--- src/rtl/cbct_pkg.sv ---
// Shared types, constants and helper functions for the color blob centroid tracker.
// Used by the divider, the controller, the datapath and the top level.
package cbct_pkg;

   localparam int unsigned NUM_CLASSES = 6;
   localparam int unsigned COUNT_W     = 21;
   localparam int unsigned SUM_W       = 30;
   localparam int unsigned CENT_W      = 14;
   localparam int unsigned CFG_DATA_W  = 11;
   localparam int unsigned CFG_IDX_W   = 3;
   localparam int unsigned QUO_W       = SUM_W + 4;

   localparam logic [2:0] CLS_YELLOW = 3'd0;
   localparam logic [2:0] CLS_RED    = 3'd1;
   localparam logic [2:0] CLS_GREEN  = 3'd2;
   localparam logic [2:0] CLS_BLUE   = 3'd3;
   localparam logic [2:0] CLS_GREY   = 3'd4;
   localparam logic [2:0] CLS_WHITE  = 3'd5;
   localparam logic [2:0] CLS_NONE   = 3'd6;

   localparam logic [CFG_IDX_W-1:0] REG_ENABLE = 3'd0;
   localparam logic [CFG_IDX_W-1:0] REG_WIDTH  = 3'd1;
   localparam logic [CFG_IDX_W-1:0] REG_HEIGHT = 3'd2;
   localparam logic [CFG_IDX_W-1:0] REG_FOV_X  = 3'd3;
   localparam logic [CFG_IDX_W-1:0] REG_FOV_Y  = 3'd4;

   typedef enum logic [2:0] {
      ST_IDLE,
      ST_PIXEL,
      ST_SCAN,
      ST_DIVIDE,
      ST_RECORD
   } ctrl_state_type;

   typedef struct packed {
      logic         pix_load;
      logic         pix_emit;
      logic         rec_emit;
      logic         div_start;
      logic         clear_all;
      logic         last;
      logic [2:0]   cls_sel;
   } ctrl_cmd_type;

   typedef struct packed {
      logic                   div_done;
      logic [NUM_CLASSES-1:0] nonzero;
      logic                   frame_end;
      logic                   pix_hit;
   } dp_status_type;

   typedef struct packed {
      logic               record_kind;
      logic [7:0]         red_out;
      logic [7:0]         green_out;
      logic [7:0]         blue_out;
      logic [2:0]         target_colour;
      logic [CENT_W-1:0]  centroid_x;
      logic [CENT_W-1:0]  centroid_y;
      logic [COUNT_W-1:0] pixel_count;
      logic               last_record;
   } rsp_type;

   typedef struct packed {
      logic [9:0]  pixel_x;
      logic [9:0]  pixel_y;
      logic [7:0]  red_in;
      logic [7:0]  green_in;
      logic [7:0]  blue_in;
      logic [23:0] right_rgb;
      logic [23:0] left_rgb;
      logic [23:0] below_rgb;
      logic [23:0] above_rgb;
      logic        frame_end;
   } req_type;

   function automatic logic is_yellow(logic [7:0] r, logic [7:0] g, logic [7:0] b);
      return ({1'b0, r} > ({1'b0, g} + 9'd20) || r == 8'd255) && g > 8'd180
         && b > 8'd0 && b < 8'd108;
   endfunction

   function automatic logic is_white(logic [7:0] r, logic [7:0] g, logic [7:0] b);
      return r >= 8'd253 && g >= 8'd253 && b >= 8'd253;
   endfunction

   // ratio a/c within [lo/100, hi/100] by cross multiplication
   function automatic logic ratio_ok(logic [7:0] a, logic [7:0] c, logic [7:0] lo,
                                     logic [7:0] hi);
      logic [15:0] lhs;
      logic [15:0] plo;
      logic [15:0] phi;
      lhs = 16'(a) * 16'd100;
      plo = 16'(c) * 16'(lo);
      phi = 16'(c) * 16'(hi);
      return lhs >= plo && lhs <= phi;
   endfunction

   function automatic logic is_green(logic [7:0] r, logic [7:0] g, logic [7:0] b);
      return g >= 8'd80 && ratio_ok(r, g, 8'd60, 8'd92) && ratio_ok(b, g, 8'd40, 8'd58);
   endfunction

   function automatic logic is_red(logic [7:0] r, logic [7:0] g, logic [7:0] b);
      return {1'b0, r} > ({1'b0, b} + 9'd80) && {1'b0, r} > ({1'b0, g} + 9'd80)
         && r > 8'd100;
   endfunction

   function automatic logic is_blue(logic [7:0] r, logic [7:0] g, logic [7:0] b);
      return b >= 8'd70 && ratio_ok(r, b, 8'd70, 8'd97) && ratio_ok(g, b, 8'd109, 8'd137);
   endfunction

   function automatic logic is_grey_nb(logic [7:0] r, logic [7:0] g, logic [7:0] b);
      return b > 8'd0 && ratio_ok(r, b, 8'd96, 8'd125) && ratio_ok(g, b, 8'd102, 8'd137);
   endfunction

   function automatic logic is_grey_ctr(logic [7:0] r, logic [7:0] g, logic [7:0] b);
      return r > 8'd105 && r < 8'd118 && g > 8'd110 && g < 8'd128 && b > 8'd90
         && b < 8'd120 && ratio_ok(r, b, 8'd90, 8'd125) && ratio_ok(g, b, 8'd102, 8'd137);
   endfunction

   function automatic logic [23:0] mark_rgb(logic [2:0] cls);
      case (cls)
         CLS_YELLOW: return 24'hFFFF00;
         CLS_RED:    return 24'hFF0000;
         CLS_GREEN:  return 24'h00FF00;
         CLS_BLUE:   return 24'h0000FF;
         CLS_GREY:   return 24'h999999;
         default:    return 24'h808080;
      endcase
   endfunction

   // floor(sqrt(v)) for v <= 1024, as a threshold search
   function automatic logic [5:0] isqrt_small(logic [10:0] v);
      logic [5:0] s;
      s = 6'd0;
      for (int k = 1; k <= 32; k++) begin
         if (32'(v) >= 32'(k * k)) s = 6'(k);
      end
      return s;
   endfunction

   function automatic logic [7:0] sat255(logic [8:0] v);
      return v[8] ? 8'd255 : v[7:0];
   endfunction

endpackage

--- src/rtl/cbct_controller.sv ---
// Controller: sequences pixel output, per-class centroid divisions and records.
// Depends on cbct_pkg.
module cbct_controller (
   input  logic                     clock,
   input  logic                     reset,
   input  logic                     req_valid,
   output logic                     req_ready,
   output logic                     rsp_valid,
   input  logic                     rsp_ready,
   input  cbct_pkg::dp_status_type  status,
   output cbct_pkg::ctrl_cmd_type   cmd
);
   cbct_pkg::ctrl_state_type state_ff, state_in;
   logic [2:0] cls_ff, cls_in;
   logic       vld_ff, vld_in;
   logic [2:0] nxt;
   logic       more;

   always_ff @(posedge clock) begin
      if (reset) begin
         state_ff <= cbct_pkg::ST_IDLE;
         cls_ff   <= '0;
         vld_ff   <= 1'b0;
      end else begin
         state_ff <= state_in;
         cls_ff   <= cls_in;
         vld_ff   <= vld_in;
      end
   end

   // next nonempty class at or after cls_ff
   always_comb begin
      nxt  = cbct_pkg::CLS_NONE;
      more = 1'b0;
      for (int i = cbct_pkg::NUM_CLASSES - 1; i >= 0; i--) begin
         if (status.nonzero[i] && 3'(i) >= cls_ff) begin
            nxt  = 3'(i);
            more = 1'b1;
         end
      end
   end

   always_comb begin
      state_in  = state_ff;
      cls_in    = cls_ff;
      vld_in    = vld_ff && !rsp_ready;
      cmd       = '0;
      cmd.cls_sel = cls_ff;
      req_ready = 1'b0;
      case (state_ff)
         cbct_pkg::ST_IDLE: begin
            req_ready = !vld_ff || rsp_ready;
            if (req_valid && req_ready) begin
               cmd.pix_load = 1'b1;
               state_in = cbct_pkg::ST_PIXEL;
            end
         end
         cbct_pkg::ST_PIXEL: begin
            // accumulators are updated on this edge
            cmd.pix_emit = 1'b1;
            cmd.last     = !status.frame_end || (status.nonzero == '0 && !status.pix_hit);
            vld_in       = 1'b1;
            cls_in       = '0;
            state_in     = status.frame_end ? cbct_pkg::ST_SCAN : cbct_pkg::ST_IDLE;
         end
         cbct_pkg::ST_SCAN: begin
            if (!more) begin
               if (!vld_ff || rsp_ready) begin
                  cmd.clear_all = 1'b1;
                  state_in = cbct_pkg::ST_IDLE;
               end
            end else begin
               cls_in = nxt;
               cmd.cls_sel = nxt;
               cmd.div_start = 1'b1;
               state_in = cbct_pkg::ST_DIVIDE;
            end
         end
         cbct_pkg::ST_DIVIDE: begin
            if (status.div_done) state_in = cbct_pkg::ST_RECORD;
         end
         cbct_pkg::ST_RECORD: begin
            if (!vld_ff || rsp_ready) begin
               cmd.rec_emit = 1'b1;
               vld_in = 1'b1;
               cmd.last = 1'b1;
               for (int i = 0; i < cbct_pkg::NUM_CLASSES; i++) begin
                  if (status.nonzero[i] && 3'(i) > cls_ff) cmd.last = 1'b0;
               end
               if (cmd.last) begin
                  cmd.clear_all = 1'b1;
                  state_in = cbct_pkg::ST_IDLE;
               end else begin
                  cls_in = cls_ff + 3'd1;
                  state_in = cbct_pkg::ST_SCAN;
               end
            end
         end
         default: state_in = cbct_pkg::ST_IDLE;
      endcase
   end

   assign rsp_valid = vld_ff;

   a_ready_idle: assert property (@(posedge clock) disable iff (reset)
      req_ready |-> state_ff == cbct_pkg::ST_IDLE) else $error("ready outside idle");
   a_pixel_follows: assert property (@(posedge clock) disable iff (reset)
      req_valid && req_ready |=> state_ff == cbct_pkg::ST_PIXEL) else $error("no pixel");
   a_emit_space: assert property (@(posedge clock) disable iff (reset)
      cmd.rec_emit |-> !vld_ff || rsp_ready) else $error("overwrite of result");
endmodule

--- config.mk ---
export PLATFORM = sky130hd
export DESIGN_NAME = cbct_controller
export DESIGN_NICKNAME = d
export VERILOG_FILES = /design/src/rtl/cbct_pkg.sv /design/src/rtl/cbct_controller.sv
export SDC_FILE = /design/constraint.sdc
export NUM_CORES = 1
export LEC_CHECK = 0
export ABC_AREA = 1
export BUFFER_PORTS_ARGS = -buffer_cell sky130_fd_sc_hd__clkbuf_2
export CORE_MARGIN = 2
export CORE_UTILIZATION = 45
export DETAILED_ROUTE_END_ITERATION = 7
export PLACE_DENSITY_LB_ADDON = 0.3
export REMOVE_ABC_BUFFERS = 1
export SETUP_SLACK_MARGIN = 0.4
export SLEW_MARGIN = 25
export SYNTH_ARGS = -nofsm -noshare
export SYNTH_HDL_FRONTEND = slang
export SYNTH_SLANG_ARGS = --single-unit
--- constraint.sdc ---
create_clock -name clock -period 1.55 [get_ports clock]
set_input_delay 0.2325 -clock clock [delete_from_list [all_inputs] [get_ports clock]]
set_output_delay 0.2325 -clock clock [all_outputs]
set_load 0.05 [all_outputs]
==> results of run 1 <==
[stage by stage]
stage	setup WS [ns]	instances	instance area, um2	utilization [%]	setup TNS (ns)
after floorplan	-1.06	130	776	-	-5.15
after detailed placement	-0.410	202	1150	68.2	-2.53
after CTS	-0.426	214	1570	92.7	-2.49
after global placement	-0.352	202	1150	68.2	-1.97
[timing repair]
action / 4_1_cts
pin swaps: 20
setup endpoints to repair: 17
resized for setup: 90
buffers inserted: 8
[synthesized netlist by cell type, drive strengths merged]
| cell type | number |
|---|---|
| nand3b | 1 |
| ha | 3 |
| buf | 1 |
| dfxtp | 7 |
| o21bai | 2 |
| nand2 | 38 |
| xor2 | 1 |
| a21boi | 2 |
| o31ai | 2 |
| nor3b | 1 |
| nor2 | 16 |
| nand3 | 4 |
| o21ai | 10 |
| inv | 26 |
| nor3 | 3 |
| nand4 | 3 |
| a21oi | 10 |
| o41ai | 1 |
[kinds of logic after synthesis]
kind of cell | Yosys count
buffers and inverters | 27
adders and majority gates | 3
DFF | 7
xor gates and xnor gates | 1
AOI/OAI and AO/OA | 27
and+or+nand+nor | 66
==> results.yml, run 1 <==
clock_tree:
  hold_buffers: 0
  clockRootBuffer: "clkbuf_4"
  clkSinkCount: 7
  clockBufferDepth: 2
  cts_max_level: 1
  cts_buffers: 3
yosys:
  ys_top_cells_by_area: "dfxtp_1 18%, nand2_1 14%, inv_1 12%"
  synthMuxAreaShare_pct: 0
  synth_compound_area_share_pct: 20.5
  yosysWarnings: 0
  synth_seq_area_share_pct: 17.8
  synthCells: 131
  synth_top_area_share_pct: 17.8
  synth_xor_area_share_pct: 1.11
  yosys.area_share.simple_pct: 42.0
  synth-seq-cells: 7
  synth_fa_ha_area_share_pct: 4.77
  synth_cell_types: 26
  syn_avg_cell_area_um2: 6.01
  yosys.area.top_type: "dfxtp_1"
  syn_area_um2: 787
  synth_top_family_by_area: "simple AND/OR/NAND/NOR gates"
placement:
  io_buffer_count: 23
  dp_hpwl_um: 1860
  gp_congestion: 0.885
global_routing:
  grt_max_degree: 10
floorplan:
  initial_utilization_pct: 46.6
  die_w_um: 45.8
  io_pins: 24
  rows: 15
  die_h_um: 45.8
outcome:
  stop_error: "[ERROR DPL-0038] Utilization greater than 100%, impossible to legalize"
  lastStage: "5_1_grt"
  status: "did not finish"
timing:
  worst-ep-kind: "output port"
  crit_endpoint: "cmd[1]"
==> run 2, diff against run 1 <==
--- a/config.mk
+++ b/config.mk
@@ -7,12 +7,11 @@
 export LEC_CHECK = 0
 export ABC_AREA = 1
 export BUFFER_PORTS_ARGS = -buffer_cell sky130_fd_sc_hd__clkbuf_2
-export CORE_MARGIN = 2
-export CORE_UTILIZATION = 45
+export CORE_AREA = 2 2 63 65
 export DETAILED_ROUTE_END_ITERATION = 7
-export PLACE_DENSITY_LB_ADDON = 0.3
+export DIE_AREA = 0 0 65 67
+export PLACE_DENSITY_LB_ADDON = 0.15
 export REMOVE_ABC_BUFFERS = 1
-export SETUP_SLACK_MARGIN = 0.4
 export SLEW_MARGIN = 25
 export SYNTH_ARGS = -nofsm -noshare
 export SYNTH_HDL_FRONTEND = slang
==> constraint.sdc (replaced) <==
create_clock -name clock -period 2.02 [get_ports clock]
set_input_delay 0.303 -clock clock [delete_from_list [all_inputs] [get_ports clock]]
set_output_delay 0.303 -clock clock [all_outputs]
set_load 0.05 [all_outputs]
==> run 2 against run 1 <==
The flow now finishes, with violations (negative setup slack). Synthesized area unchanged. Synthesized cell count did not move.
==> results.yml, run 2 <==
timing:
  final.min_clock_period_ns: 2.08
  worstMarginPinSlew_ns: 0.443
  max_clock_freq_mhz: 481
  grt_setup_unrepaired: "yes"
  holdWs_ns: 0.279
  finClkSkew_ns: 0.000953
  tns_ns: -0.119
  fin_crit_sh_pct: 103
  slew_violations: 0
  hold_violations: 0
  maxSlewHeadroom_pct: 70.4
  post-route-worst-setup-slack_ns: -0.0598
  setup_viol_count_final: 4
placement:
  gp_congestion: 0.762
  dpl_cell_area_mm2: 0.00112
  io_buffer_count: 23
  placedCellCount: 217
  dpl_worst_slack_ns: -0.0243
  dp_hpwl_um: 1910
worst_setup_path:
  arrival_ns: 1.78
  slowest_stage: "dfxtp_2"
  crit_top_cell: "nand2_2"
  critPathMaxStageDelay_ns: 0.34
  worstSetupStartpointType: "flop"
  cp.required_ns: 1.72
  crit_chain: "inv_4, ha_4, inv_2, nand2_2, nand2_2, nand3_2, nor2_4, nand2_4, o21ai_2, inv_1, nand2_2, o21ai_1, clkbuf_8"
  criticalPathCategory: "flop to primary output"
  critPathMaxFanout: 5
  worst_setup_path_end_kind: "primary output"
route:
  drc: 0
  ant_nets: 0
  vias: 981
  vias_per_cell: 4.28
  dr.pass1.iters: 4
  wl_per_cell_um: 11.0
  finalWirelength_um: 2510
  drtIter0Drc: 48
pwr:
  p_total_uw: 908
  peakVddDrop_mv: 0.329
  p_leak_nw: 0.722
  p_per_area_mw_per_mm2: 664
yosys:
  synth_seq_area_share_pct: 17.8
  synth_cell_types: 26
  synth_async_sr_flop_share_pct: 0
  yosys.area.top_type: "dfxtp_1"
  synthCells: 131
  synth_edf_count: 0
  synth-seq-cells: 7
  synth_flop_cell: "dfxtp_1"
  syn_avg_cell_area_um2: 6.01
  yosysMostFrequentCell: "nand2_1"
  yosysWarnings: 0
  synth_top_area_share_pct: 17.8
  syn_area_um2: 787
  ys_top_cells_by_area: "dfxtp_1 18%, nand2_1 14%, inv_1 12%"
  synth_common_cells: "30 x nand2_1, 25 x inv_1, 14 x nor2_1"
worst_hold_path:
  hold_class: "input port to flop"
flow_run:
  cap_violations: 0
floorplan:
  initial_utilization_pct: 21.8
  rows: 22
  die_h_um: 67
  dieArea_mm2: 0.00436
  die_w_um: 65
  io_pins: 24
  core-area_mm2: 0.00361
clock_tree:
  tritoncts: "done"
  cts_max_level: 1
  clkTransAtPathRegs_ns: 0.04
  hold_buffers: 0
  clkSinkCount: 7
  cts_buffers: 3
  clk-insertion-delay-late_ns: 0.23
  clockBufferDepth: 2
  clockRootBuffer: "clkbuf_8"
cells_and_area:
  multi_input_area_um2: 647
  final_core_util_pct: 37.9
  design_area_mm2: 0.00137
  num-nets-final: 198
  area_growth_pct: 73.6
  fillCellCount: 409
  final_common_cell: "nand2_1"
  drive_above_1_share_pct: 49.7
  stdcell_count: 229
  antennaDiodeCount: 0
  layout_common_cells: "25 x nand2_1, 23 x buf_4, 20 x inv_1"
  seqCellArea_um2: 149
global_routing:
  overflow: 0
  grt_pass1_vias: 994
  gr-usage-all-layers_pct: 12.8
  grt_max_degree: 10
  grt_pass1_wl_um: 4190
  antenna_found_initial: 0
outcome:
  violations: "negative setup slack"
  status: "finished, violations left"
==> run 2: cell counts after synthesis <==
No cell type changed its count.
==> run 2: layer usage <==
layer / vias to the layer above / part of all wire (%) / global-route usage (%)
met5: - / 0 / 0
met2: 20 / 50 / 22.4
li1: 516 / - / -
met1: 441 / 44 / 14.8
met4: 0 / 2.1 / 7.98
met3: 4 / 3.2 / 1.52
==> run 2: cell families after synthesis <==
kind of cell / count (synthesis) / synth area share, %
buffers and inverters: 27 / 13.8
AND/OR/NAND/NOR: 66 / 42.0
AO/OA/AOI/OAI: 27 / 20.5
flip-flops: 7 / 17.8
XOR/XNOR: 1 / 1.11
adder cells (fa/ha/maj): 3 / 4.77
==> run 2: final timing paths <==
| check | start | end | slack [ns] | cells after the start |
|---|---|---|---|---|
| setup reg to reg | cls_ff[1] | cls_ff[0] | 0.05 | 15 |
| hold / removal | reset | state_ff[2] | 0.28 | 2 |
| setup / recovery | cls_ff[0] | cmd[0] | -0.06 | 13 |
| hold reg to reg | state_ff[0] | state_ff[2] | 0.70 | 4 |
==> run 2: critical path, delay by kind of cell (launching register included) <==
family | cells | cell delay, ns
compound gates | 2 | 0.19
fa+ha+maj | 1 | 0.15
buf+inv | 4 | 0.34
flops | 1 | 0.34
simple gates | 6 | 0.53
==> run 2: timing repair <==
action,4_1_cts,5_1_grt
endpoints found under the hold margin,0,0
gates resized for setup,31,17
setup buffers,7,1
pin swaps,9,7
setup endpoints to repair,6,7
==> run 2: area by class of cell <==
cell class / instances / share of cell area [%]
Inverter: 26 / 7.33
Sequential cell: 7 / 10.9
Tap cell: 48 / 4.40
Clock buffer: 4 / 3.30
Timing Repair Buffer: 47 / 26.7
Multi-Input combinational cell: 97 / 47.3
==> run 2: where the power goes <==
| group | internal, mW | switching, mW | leakage, nW |
|---|---|---|---|
| sequential | 0.158 | 0.0252 | 0.0591 |
| combinational | 0.208 | 0.317 | 0.640 |
| clock | 0.137 | 0.0625 | 0.0228 |
Note: power is estimated with default switching activity, not from simulation.
==> run 3, diff against run 2 <==
==> constraint.sdc (replaced) <==
create_clock -name clock -period 1.84 [get_ports clock]
set_input_delay 0.092 -clock clock [delete_from_list [all_inputs] [get_ports clock]]
set_output_delay 0.092 -clock clock [all_outputs]
set_load 0.05 [all_outputs]
==> run 3 against run 2 <==
The run now ends clean. Non-clock buffer count down 1. Critical path type unchanged. Critical path depth unchanged. Combinational power up 13%. Clock power up 5%. Largest power group unchanged. Via count up 0.61%.
==> results.yml, run 3 (synthesis results as in run 2) <==
clock_tree:
  cts_max_level: 1
  clockRootBuffer: "clkbuf_8"
  clk-insertion-delay-late_ns: 0.22
  clkSinkCount: 7
  cts_buffers: 3
  clockBufferDepth: 2
  tritoncts: "done"
  clkTransAtPathRegs_ns: 0.04
pwr:
  p_total_mw: 1.00
  combPwrFrac_pct: 59.0
  p_int_uw: 562
  p_clk_share_pct: 20.8
  peakVddDrop_mv: 0.294
  p_sw_uw: 440
  p_leak_nw: 0.722
  swShare_pct: 43.9
  p_per_area_mw_per_mm2: 726
  seq_power_share_pct: 20.2
timing:
  post-route-worst-setup-slack_ns: 0.00471
  finClkSkew_ns: 0.00239
  maxSlewHeadroom_pct: 76.8
  tns_ns: 0
  worstMarginPinSlew_ns: 0.346
  grt_setup_unrepaired: "yes"
  hold_violations: 0
  holdWs_ns: 0.0799
  max_clock_freq_mhz: 545
  fin_crit_sh_pct: 99.7
  slew_violations: 0
  setup_viol_count_final: 0
  final.min_clock_period_ns: 1.84
cells_and_area:
  layout_common_cells: "23 x nand2_1, 22 x buf_4, 20 x inv_1"
  drive_above_1_share_pct: 50.6
  fillCellCount: 404
  antennaDiodeCount: 0
  stdcell_count: 228
  final_common_cell: "nand2_1"
  area_growth_pct: 75.5
  num-nets-final: 197
  final_core_util_pct: 38.3
  design_area_mm2: 0.00138
worst_setup_path:
  worst_setup_path_end_kind: "primary output"
  arrival_ns: 1.74
  criticalPathCategory: "flop to primary output"
  critPathMaxFanout: 5
  worstSetupStartpointType: "flop"
  cp.required_ns: 1.75
global_routing:
  antenna_found_initial: 0
  overflow: 0
  gr-usage-all-layers_pct: 11.9
  grt_pass1_wl_um: 4080
  grt_pass1_vias: 976
  grt_max_degree: 10
floorplan:
  die_h_um: 67
  die_w_um: 65
  rows: 22
  io_pins: 24
  core-area_mm2: 0.00361
  initial_utilization_pct: 21.8
  dieArea_mm2: 0.00436
placement:
  gp_congestion: 0.804
  dpl_worst_slack_ns: -0.0127
  io_buffer_count: 23
  dp_hpwl_um: 1830
  placedCellCount: 211
  dpl_cell_area_mm2: 0.00107
route:
  finalWirelength_um: 2480
  vias_per_cell: 4.33
  vias: 987
  dr.pass1.iters: 4
  drc: 0
  ant_nets: 0
  wl_per_cell_um: 10.9
  drtIter0Drc: 34
outcome:
  status: "finished, final reports clean"
worst_hold_path:
  hold_class: "input port to flop"
flow_run:
  cap_violations: 0
run 3: path summary, 6_finish.rpt:
path              startpoint           to  slack (ns)  cells after the start
hold reg to reg    cls_ff[1]    cls_ff[1]        0.63                      2
setup / recovery   cls_ff[0]       cmd[0]       0.005                     13
hold / removal         reset  state_ff[2]        0.08                      2
setup reg to reg   cls_ff[1]    cls_ff[0]        0.06                     13
run 3: power groups by stage:
stage	clock network [mW]	registers (mW)	logic [mW]
floorplan	0	0.204	0.296
global placement	0	0.193	0.465
detailed placement	0	0.193	0.461
CTS	0.217	0.198	0.532
global route	0.230	0.206	0.641
finish	0.209	0.202	0.591
run 3: area by class of cell:
class                      count  area, um2  share of cell area [%]
clock buffer                   4       45.0                    3.26
multi-input combinational     97        668                    48.4
timing repair buffer          46        359                    26.0
inverter                      26        103                    7.43
sequential                     7        146                    10.6
tap                           48       60.1                    4.35
run 3: what timing repair did:
item / 4_1_cts / 5_1_grt
resized for setup: 26 / 27
hold buffers: 0 / 0
setup endpoints to repair: 6 / 7
endpoints found under the hold margin: 0 / 0
pin swaps: 5 / 10
buffers inserted: 7 / 6
run 3: worst max-delay path, cell delays in order, from the launching register on:
cell and delay, ns:
dfxtp_2 0.34, inv_4 0.06, ha_4 0.15, inv_2 0.04, nand2_2 0.04, nand2_2 0.07
nand3_2 0.09, nor2_4 0.16, nand2_4 0.10, o21ai_2 0.12, inv_1 0.06, nand2_2 0.07
o21ai_2 0.07, buf_8 0.15
run 3: metal layers:
layer	vias up	routed length (um)	track usage (%)
li1	519	-	-
met1	446	1080	14.4
met2	16	1280	20.9
met3	6	57	1.01
met4	0	55	6.12
met5	-	0	0
